<file path="config.mk">
export PLATFORM = sky130hd
export DESIGN_NAME = fcc_seq
export DESIGN_NICKNAME = d
export VERILOG_FILES = /design/src/sv/fcc_pkg.sv /design/src/sv/fcc_seq.sv
export SDC_FILE = /design/constraint.sdc
export NUM_CORES = 1
export LEC_CHECK = 0
export BUFFER_PORTS_ARGS = -buffer_cell sky130_fd_sc_hd__buf_2
export CORE_MARGIN = 2
export CORE_UTILIZATION = 59
export DETAILED_ROUTE_END_ITERATION = 8
export GPL_ROUTABILITY_DRIVEN = 1
export PLACE_DENSITY = 0.86
export SLEW_MARGIN = 10
export SYNTH_ARGS = -nofsm -noshare
export SYNTH_HDL_FRONTEND = slang
export SYNTH_SLANG_ARGS = --single-unit
</file>
<file path="constraint.sdc">
create_clock -name clock -period 13.6 [get_ports clock]
set_clock_uncertainty 0.05 [all_clocks]
set_input_delay 2.72 -clock clock [delete_from_list [all_inputs] [get_ports clock]]
set_output_delay 2.72 -clock clock [all_outputs]
set_load 0.005 [all_outputs]
</file>
<file path="src/sv/fcc_pkg.sv">
// Shared types and constants of the FAT12 chain checker.
// No dependencies; imported by the sequencer and the top level.
`default_nettype none

package fcc_pkg;

   localparam int CL_W = 12;
   localparam int ID_W = 16;

   localparam logic [CL_W-1:0] FAT_BAD       = 12'hFF7;
   localparam logic [CL_W-1:0] FAT_EOC       = 12'hFF8;
   localparam logic [CL_W-1:0] FAT_RSV_LO    = 12'hFF0;
   localparam logic [CL_W-1:0] FAT_RSV_HI    = 12'hFF6;
   localparam logic [CL_W-1:0] CNT_MAX       = 12'h0FFF;
   localparam logic [CL_W-1:0] FIRST_CLUSTER = 12'd2;
   localparam logic [CL_W-1:0] CC_RESET      = 12'd2847;

   typedef enum logic [1:0] {
      OP_WRITE = 2'd0,
      OP_CLEAR = 2'd1,
      OP_WALK  = 2'd2,
      OP_LOST  = 2'd3
   } op_type;

   typedef enum logic [1:0] {
      ST_OK   = 2'd0,
      ST_LOOP = 2'd1,
      ST_BAD  = 2'd2,
      ST_RSV  = 2'd3
   } st_type;

   typedef enum logic [2:0] {
      S_CLEAR,
      S_IDLE,
      S_WALK_CHK,
      S_WALK_EVAL,
      S_SCAN,
      S_FIN
   } state_type;

   typedef struct packed {
      logic            we;
      logic [CL_W-1:0] waddr;
      logic [CL_W-1:0] wdata;
      logic [CL_W-1:0] raddr;
   } fat_port_type;

   typedef struct packed {
      logic            we;
      logic [CL_W-1:0] waddr;
      logic [ID_W-1:0] wdata;
      logic [CL_W-1:0] raddr;
   } own_port_type;

endpackage

`default_nettype wire

</file>
<file path="src/sv/fcc_seq.sv">
// Sequencer of the chain checker: opcode decode, chain walk, lost scan,
// owner clearing pass and the result register. Uses fcc_pkg.
`default_nettype none

module fcc_seq #(
   parameter int TABLE_DEPTH = 4096
) (
   input  wire logic                  clock,
   input  wire logic                  reset,
   input  wire logic [11:0]           cluster_count,
   input  wire logic                  req_tvalid,
   output logic                       req_tready,
   input  wire logic [39:0]           req_tdata,
   input  wire logic [1:0]            req_tuser,
   output logic                       rsp_tvalid,
   input  wire logic                  rsp_tready,
   output logic [55:0]                rsp_tdata,
   output fcc_pkg::fat_port_type      fat_port,
   input  wire logic [11:0]           fat_rdata,
   output fcc_pkg::own_port_type      own_port,
   input  wire logic [15:0]           own_rdata
);

   import fcc_pkg::*;

   localparam int AW = $clog2(TABLE_DEPTH);
   localparam logic [CL_W:0] DEPTH_EXT = (CL_W+1)'(TABLE_DEPTH);
   localparam logic [AW-1:0] CLR_LAST  = AW'(TABLE_DEPTH - 1);

   state_type       state_ff, state_in;
   logic [CL_W-1:0] cl_ff, cl_in;
   logic [ID_W-1:0] id_ff, id_in;
   logic [CL_W-1:0] len_ff, len_in;
   logic [CL_W-1:0] xcnt_ff, xcnt_in;
   logic [CL_W-1:0] xfirst_ff, xfirst_in;
   logic            seen_ff, seen_in;
   st_type          status_ff, status_in;
   logic [CL_W-1:0] stop_ff, stop_in;
   logic            fwd_ff, fwd_in;
   logic [CL_W:0]   n_ff, n_in;
   logic            pend_ff, pend_in;
   logic [AW-1:0]   clr_ff, clr_in;
   logic            clr_rsp_ff, clr_rsp_in;
   logic            rsp_valid_ff, rsp_valid_in;
   logic [55:0]     rsp_data_ff, rsp_data_in;

   logic [CL_W:0]   cc_plus2;
   logic [CL_W:0]   lim;
   logic            accept;
   op_type          op;
   logic [ID_W-1:0] own_cur;
   logic            is_loop;
   logic            is_xl;
   logic [CL_W-1:0] len_inc;
   logic            nx_rsv;
   logic            nx_end;
   logic            nx_ok;
   logic            chk_ok;
   logic            walk_go;
   logic            scan_issue;
   logic            fin_free;

   function automatic logic in_range(input logic [CL_W-1:0] c, input logic [CL_W-1:0] l,
                                     input logic [CL_W:0] lm, input logic [CL_W-1:0] cc);
      return (c >= FIRST_CLUSTER) && ({1'b0, c} < lm) && (l < cc);
   endfunction

   assign cc_plus2   = {1'b0, cluster_count} + (CL_W+1)'(2);
   assign lim        = (cc_plus2 < DEPTH_EXT) ? cc_plus2 : DEPTH_EXT;
   assign accept     = req_tvalid && req_tready;
   assign op         = op_type'(req_tuser);
   // the owner write of the previous cluster lands in the same cycle as this read
   assign own_cur    = fwd_ff ? id_ff : own_rdata;
   assign is_loop    = (own_cur == id_ff);
   assign is_xl      = (own_cur != '0) && !is_loop;
   assign len_inc    = len_ff + CL_W'(1);
   assign nx_rsv     = fat_rdata inside {[FAT_RSV_LO:FAT_RSV_HI]};
   assign nx_end     = (fat_rdata >= FAT_EOC) || (fat_rdata == FAT_BAD) || nx_rsv;
   assign nx_ok      = in_range(fat_rdata, len_inc, lim, cluster_count);
   assign chk_ok     = in_range(cl_ff, len_ff, lim, cluster_count);
   assign walk_go    = !is_loop && !nx_end && nx_ok;
   assign scan_issue = (n_ff < lim);
   assign fin_free   = !rsp_valid_ff || rsp_tready;

   // next state
   always_comb begin
      state_in = state_ff;
      case (state_ff)
         S_CLEAR: begin
            if (clr_ff == CLR_LAST) begin
               state_in = clr_rsp_ff ? S_FIN : S_IDLE;
            end
         end
         S_IDLE: begin
            if (accept) begin
               case (op)
                  OP_WRITE: state_in = S_FIN;
                  OP_CLEAR: state_in = S_CLEAR;
                  OP_WALK:  state_in = S_WALK_CHK;
                  OP_LOST:  state_in = S_SCAN;
                  default:  state_in = S_FIN;
               endcase
            end
         end
         S_WALK_CHK:  state_in = chk_ok ? S_WALK_EVAL : S_FIN;
         S_WALK_EVAL: state_in = walk_go ? S_WALK_EVAL : S_FIN;
         S_SCAN: begin
            if (!scan_issue && !pend_ff) begin
               state_in = S_FIN;
            end
         end
         S_FIN: begin
            if (fin_free) begin
               state_in = S_IDLE;
            end
         end
         default: state_in = S_IDLE;
      endcase
   end

   // outputs: handshake and memory ports
   always_comb begin
      req_tready     = (state_ff == S_IDLE);
      fat_port       = '0;
      own_port       = '0;
      fat_port.raddr = cl_ff;
      own_port.raddr = cl_ff;
      case (state_ff)
         S_CLEAR: begin
            own_port.we    = 1'b1;
            own_port.waddr = CL_W'(clr_ff);
         end
         S_IDLE: begin
            if (accept && op == OP_WRITE && ({1'b0, req_tdata[11:0]} < DEPTH_EXT)) begin
               fat_port.we    = 1'b1;
               fat_port.waddr = req_tdata[11:0];
               fat_port.wdata = req_tdata[23:12];
            end
         end
         S_WALK_EVAL: begin
            if (!is_loop) begin
               own_port.we    = 1'b1;
               own_port.waddr = cl_ff;
               own_port.wdata = id_ff;
            end
            if (walk_go) begin
               fat_port.raddr = fat_rdata;
               own_port.raddr = fat_rdata;
            end
         end
         S_SCAN: begin
            fat_port.raddr = n_ff[CL_W-1:0];
            own_port.raddr = n_ff[CL_W-1:0];
         end
         default: begin
         end
      endcase
   end

   // datapath
   always_comb begin
      cl_in        = cl_ff;
      id_in        = id_ff;
      len_in       = len_ff;
      xcnt_in      = xcnt_ff;
      xfirst_in    = xfirst_ff;
      seen_in      = seen_ff;
      status_in    = status_ff;
      stop_in      = stop_ff;
      fwd_in       = 1'b0;
      n_in         = n_ff;
      pend_in      = pend_ff;
      clr_in       = clr_ff;
      clr_rsp_in   = clr_rsp_ff;
      rsp_valid_in = rsp_valid_ff && !rsp_tready;
      rsp_data_in  = rsp_data_ff;
      case (state_ff)
         S_CLEAR: begin
            clr_in = clr_ff + AW'(1);
         end
         S_IDLE: begin
            if (accept) begin
               cl_in      = req_tdata[11:0];
               id_in      = req_tdata[39:24];
               len_in     = '0;
               xcnt_in    = '0;
               xfirst_in  = '0;
               seen_in    = 1'b0;
               status_in  = ST_OK;
               stop_in    = '0;
               n_in       = (CL_W+1)'(FIRST_CLUSTER);
               pend_in    = 1'b0;
               clr_in     = '0;
               clr_rsp_in = 1'b1;
            end
         end
         S_WALK_CHK: begin
            if (!chk_ok) begin
               stop_in = cl_ff;
            end
         end
         S_WALK_EVAL: begin
            if (is_loop) begin
               status_in = ST_LOOP;
               stop_in   = cl_ff;
            end else begin
               len_in = len_inc;
               if (is_xl) begin
                  if (!seen_ff) begin
                     xfirst_in = cl_ff;
                     seen_in   = 1'b1;
                  end
                  if (xcnt_ff != CNT_MAX) begin
                     xcnt_in = xcnt_ff + CL_W'(1);
                  end
               end
               if (fat_rdata == FAT_BAD) begin
                  status_in = ST_BAD;
                  stop_in   = cl_ff;
               end else if (fat_rdata >= FAT_EOC) begin
                  stop_in = cl_ff;
               end else if (nx_rsv) begin
                  status_in = ST_RSV;
                  stop_in   = cl_ff;
               end else begin
                  cl_in = fat_rdata;
                  if (!nx_ok) begin
                     stop_in = fat_rdata;
                  end else begin
                     fwd_in = (fat_rdata == cl_ff);
                  end
               end
            end
         end
         S_SCAN: begin
            if (pend_ff && fat_rdata != '0 && fat_rdata != FAT_BAD && own_rdata == '0) begin
               len_in = len_inc;
            end
            pend_in = scan_issue;
            if (scan_issue) begin
               n_in = n_ff + (CL_W+1)'(1);
            end
         end
         S_FIN: begin
            if (fin_free) begin
               rsp_valid_in = 1'b1;
               rsp_data_in  = {6'b0, stop_ff, xfirst_ff, xcnt_ff, len_ff, status_ff};
            end
         end
         default: begin
         end
      endcase
   end

   always_ff @(posedge clock) begin
      if (reset) begin
         state_ff     <= S_CLEAR;
         clr_ff       <= '0;
         clr_rsp_ff   <= 1'b0;
         rsp_valid_ff <= 1'b0;
         fwd_ff       <= 1'b0;
         pend_ff      <= 1'b0;
      end else begin
         state_ff     <= state_in;
         clr_ff       <= clr_in;
         clr_rsp_ff   <= clr_rsp_in;
         rsp_valid_ff <= rsp_valid_in;
         fwd_ff       <= fwd_in;
         pend_ff      <= pend_in;
      end
   end

   always_ff @(posedge clock) begin
      cl_ff       <= cl_in;
      id_ff       <= id_in;
      len_ff      <= len_in;
      xcnt_ff     <= xcnt_in;
      xfirst_ff   <= xfirst_in;
      seen_ff     <= seen_in;
      status_ff   <= status_in;
      stop_ff     <= stop_in;
      n_ff        <= n_in;
      rsp_data_ff <= rsp_data_in;
   end

   assign rsp_tvalid = rsp_valid_ff;
   assign rsp_tdata  = rsp_data_ff;

endmodule

`default_nettype wire

</file>
# Word level (Yosys, flattened, before mapping)
# Cells that the tools add are included.
[word_totals]
regBits = 161
elab_cells = 173
[classes]
addsub = 5
n_lt_le_gt_ge = 11
eq_ne = 31
muxes = 60
bitwise = 2
reduce_logical = 48
[op_table]
columns = ["operator", "n"]
rows = [
  ["two-way mux 12 bit", 21],
  ["one-hot mux 12 bit (2 select lines)", 5],
  ["one-hot mux 12 bit (3 select lines)", 2],
  ["one-hot mux 13 bit (2 select lines)", 2],
  ["two-way mux 25 bit", 2],
  ["two-way mux 13 bit", 3],
  ["adder 12 x 1 -> 12 bit (second input constant)", 3],
  ["two-way mux 16 bit", 2],
  ["two-way mux 29 bit", 1],
  ["< comparator 12 x 13 -> 1 bit", 2],
  ["inequality test 2 bit (second input constant)", 13],
  ["== test 12 bit (second input constant)", 2],
  ["greater-or-equal comparator 12 bit (second input constant)", 2],
  ["greater-or-equal comparator 12 x 2 -> 1 bit (second input constant)", 2],
  ["< comparator 12 bit", 2],
  ["inequality test 12 bit (second input constant)", 2],
  ["two-way mux 3 bit", 7],
  ["AND reduction 4 bit", 5],
  ["one-hot mux 3 bit (6 select lines)", 1],
  ["== test 16 bit", 1],
  ["zero test 16 bit", 1],
  ["nonzero test 16 bit", 1],
  ["logical AND 1 bit", 15],
  ["adder 12 x 2 -> 13 bit (second input constant)", 1],
  ["other kinds (31)", 59],
]

# Longest topological paths before layout
[depth]
depth_word = 12
depth_mapped = 15
depth_no_buf = 13

# Worst setup path after synthesis
# OpenSTA, ideal clock, no wires.
[synth_path]
path_kind = "input-to-output"
startpoint = "input port cluster_count[4]"
endpoint = "output port own_port[1] (netlist bit)"
t_arrival_ps = 5374
slack_ps = 5456
stages = 14
path_buffers = 3
cell_sequence = "nand4_1 -> or4_4 -> buf_6 -> nand2_1 -> ha_1 -> a21oi_1 -> a21boi_0 -> o311ai_4 -> nand4_2 -> nor2_4 -> nor2_2 -> buf_6 -> a221o_1 -> buf_4"
[synth_lines]
columns = ["element", "line_no", "source"]
rows = [
  ["start: declaration", "fcc_seq.sv:10", "input wire logic [11:0] cluster_count,"],
  ["end: declaration", "fcc_seq.sv:20", "output fcc_pkg::own_port_type own_port,"],
]

==> flow_metrics.py <==
metrics = {
    "worst_setup_path": {
        "critical_path.cell_chain": "buf_2, nand3_2, or4_4, nand2_1, ha_1, a21oi_1, a21boi_0, o311ai_4, nand4_2, nor2_4, nor2_2, a221o_1, buf_2",
        "timing.setup.critical_path_class": "in -> out",
        "timing.critical_path.buf_inv": 2,
        "cell_family_with_the_largest_share_of_critical_path_delay": "simple AND/OR/NAND/NOR gates",
        "critical_path_peak_fanout": 15,
        "critPathCaptureType": "output port",
        "cpMostUsedCell": "sky130_fd_sc_hd__buf_2",
        "timing.critical_path.required_ps": 10830,
        "critPathMaxStageDelay_ps": 620,
        "slowest_cell_on_crit_path": "sky130_fd_sc_hd__or4_4",
        "setup.worst_path.start_class": "input port",
        "cp_arrival_ps": 6000,
    },
    "sta": {
        "setup_viol_count_final": 0,
        "tightest_slew_ps": 1150,
        "timing.final.crit_share": 0.645,
        "max_slew_margin": 0.235,
        "totalNegativeSetupSlack_ps": 0,
        "timing_hold_violations_final": 0,
        "fin_crit_ps": 8770,
        "finalMaxSlewViolations": 0,
        "rsz0062_at_grt": "no",
        "timing.fmax_mhz": 114,
    },
    "place": {
        "detailed_place_hpwl_mm": 17.8,
        "place.port_buffers": 215,
        "finalWeightedCongestion": 0.928,
        "dp_cells": 1218,
    },
    "route": {
        "routed_wl_mm": 24.7,
        "route.detailed.drc": 0,
        "detail_route.wl_per_cell_um": 19.7,
        "detail_route.first_pass.iterations": 6,
        "vias": 7608,
        "ant_nets": 0,
        "drt-vias-per-instance": 6.08,
        "drtIter0Drc": 930,
    },
    "floorplanning": {
        "ioPinCount": 222,
        "dieArea_um2": 16600,
        "die_h_um": 129,
        "rows": 45,
        "core_region_area_um2": 15200,
        "die-width_um": 129,
        "initial_core_util": 0.603,
    },
    "logic_synthesis": {
        "yosys.cell_types.count": 64,
        "yosys_register_bits": 161,
        "synth_async_sr_flop_share": 0,
        "synth_warnings": 0,
        "synth_edf_count": 142,
        "number_of_standard_cells_after_synthesis": 853,
        "synthDominantAreaCellType": "sky130_fd_sc_hd__edfxtp_1",
        "sequential_cell_area_fraction_in_the_yosys_report": 0.506,
        "yosys.area.top_type_share": 0.465,
        "predominant_post_synthesis_flop_cell": "sky130_fd_sc_hd__edfxtp_1",
        "synth.top_cells.by_count": "142 x sky130_fd_sc_hd__edfxtp_1, 97 x sky130_fd_sc_hd__nand2_1, 63 x sky130_fd_sc_hd__ha_1",
        "ys_top_cells_by_area": "sky130_fd_sc_hd__edfxtp_1 46%, sky130_fd_sc_hd__ha_1 8.6%, sky130_fd_sc_hd__xor2_1 4.2%",
        "synthMostInstantiatedCell": "sky130_fd_sc_hd__edfxtp_1",
        "post_synth.cell_area_avg_um2": 10.8,
        "synthesis.area_um2": 9170,
    },
    "clock_tree": {
        "cts_max_level": 4,
        "cts.hold.buffers_added": 0,
        "cts_setup_buffers": 0,
        "cts.sink_count": 161,
        "max-clock-path-buffers": 2,
        "cts_tree": "yes",
        "ctsRootBufferMaster": "sky130_fd_sc_hd__clkbuf_16",
        "cts-resized-gates": 0,
        "insertion_delay_ps": 430,
        "worst_setup_hold_path_clk_slew_ps": 70,
        "number_of_buffers_created_by_cts": 17,
    },
    "grt": {
        "grt_pass1_wl_mm": 38.3,
        "grt.total_usage": 0.304,
        "grt_remaining_overflow": 0,
        "antenna_found_initial": 1,
        "grt_start_max_net_pins": 51,
        "grt_pass1_vias": 7261,
    },
    "pwr": {
        "power.ir.vdd_worst_mv": 0.0847,
        "power.density_cell_area_nw_per_um2": 98.9,
        "power_switching_share": 0.238,
        "power.static_leakage_uw": 0.00481,
        "power.combinational.fraction": 0.062,
        "p_switching_uw": 257,
        "power.internal_uw": 820,
        "p_clk_frac": 0.444,
        "sequential_fraction_of_design_power": 0.495,
    },
    "final_layout": {
        "finish.net_count": 1198,
        "finish.utilization": 0.716,
        "n_fill_cell": 1079,
        "finish.cell_count_without_fillers": 1252,
        "synthToLayoutAreaGrowth_pct": 18.7,
        "post_route_cells_drive_above_1_share": 0.253,
    },
    "job": {
        "max-cap-violations": 0,
    },
    "hold_path": {
        "worstHoldPathType": "reg -> reg",
    },
    "status": {
        "status": "finished clean",
    },
}
==> placed cells by master, fill, tap and decap left out, types with 26 or more instances in the layout <==
cell type                    n
sky130_fd_sc_hd__xnor2_1    31
sky130_fd_sc_hd__xor2_1     44
sky130_fd_sc_hd__edfxtp_1  142
sky130_fd_sc_hd__and3_1     52
sky130_fd_sc_hd__nor2_1     60
sky130_fd_sc_hd__buf_2     215
sky130_fd_sc_hd__and2_1     26
sky130_fd_sc_hd__ha_1       63
sky130_fd_sc_hd__nand2_1    97
sky130_fd_sc_hd__nand3_1    34
sky130_fd_sc_hd__a21oi_1    41
==> kinds of logic (layout without fill, tap and decap cells) <==
kind of cell / count (synthesis) / in the layout / synth area share
other: 1 / 8 / 0.000409
buffers and inverters: 72 / 276 / 0.0387
xor gates and xnor gates: 75 / 75 / 0.0716
DFF: 161 / 161 / 0.506
and+or+nand+nor: 350 / 350 / 0.194
AOI/OAI and AO/OA: 129 / 129 / 0.101
muxes: 2 / 2 / 0.00218
adders and majority gates: 63 / 63 / 0.0859
==> stage by stage <==
step,instance area [um^2],hold slack [ps],setup slack [ps],power [uW]
floorplan,9190,350,5460,578
global route,10900,373,4630,1110
detailed placement,10300,355,4900,607
CTS,10900,370,4900,1080
finish,10900,370,4830,1080
global placement,10300,352,4980,606
==> flip-flops by register name (all words and copies together), names as in the netlist <==
register    count
stop_ff        12
pend_ff         1
n_ff           13
xfirst_ff      12
status_ff       2
rsp_tvalid      1
id_ff          16
len_ff         12
clr_rsp_ff      1
state_ff        3
seen_ff         1
xcnt_ff        12
fwd_ff          1
cl_ff          12
clr_ff         12
rsp_tdata      50
==> per-layer routing <==
layer	part of all wire	track usage	up-vias
met2	0.46	0.472	474
li1	-	-	3530
met5	0	0	-
met1	0.41	0.407	3516
met4	0.045	0.168	0
met3	0.087	0.0553	88
==> power groups by stage <==
stage | registers (uW) | clock network (uW) | logic, uW
finish | 532 | 478 | 66.2
global route | 532 | 500 | 73.5
floorplan | 543 | 0 | 34.9
global placement | 543 | 0 | 63.1
CTS | 532 | 479 | 65.0
detailed placement | 543 | 0 | 64.2
==> final timing paths <==
kind / startpoint / endpoint / slack [ps] / depth (start not counted)
setup / recovery: cluster_count[1] / fat_port[6] / 4830 / 13
hold / removal: xfirst_ff[4] / rsp_tdata[30] / 370 / 0
setup reg to reg: state_ff[2] / xfirst_ff[10] / 9160 / 7
hold reg to reg: xfirst_ff[4] / rsp_tdata[30] / 370 / 0
==> final cells by class <==
class                           instances  area [um^2]  share of cell area
Tap cell                              188          235              0.0216
Timing Repair Buffer                  221         1120               0.103
Clock inverter                         15          170              0.0156
Sequential cell                       161         4640               0.427
Antenna cell                            2         5.00            0.000460
Inverter                               23         86.3             0.00793
Multi-Input combinational cell        625         4200               0.386
Clock buffer                           17          425              0.0391
Power figures use the tool's default switching activity.
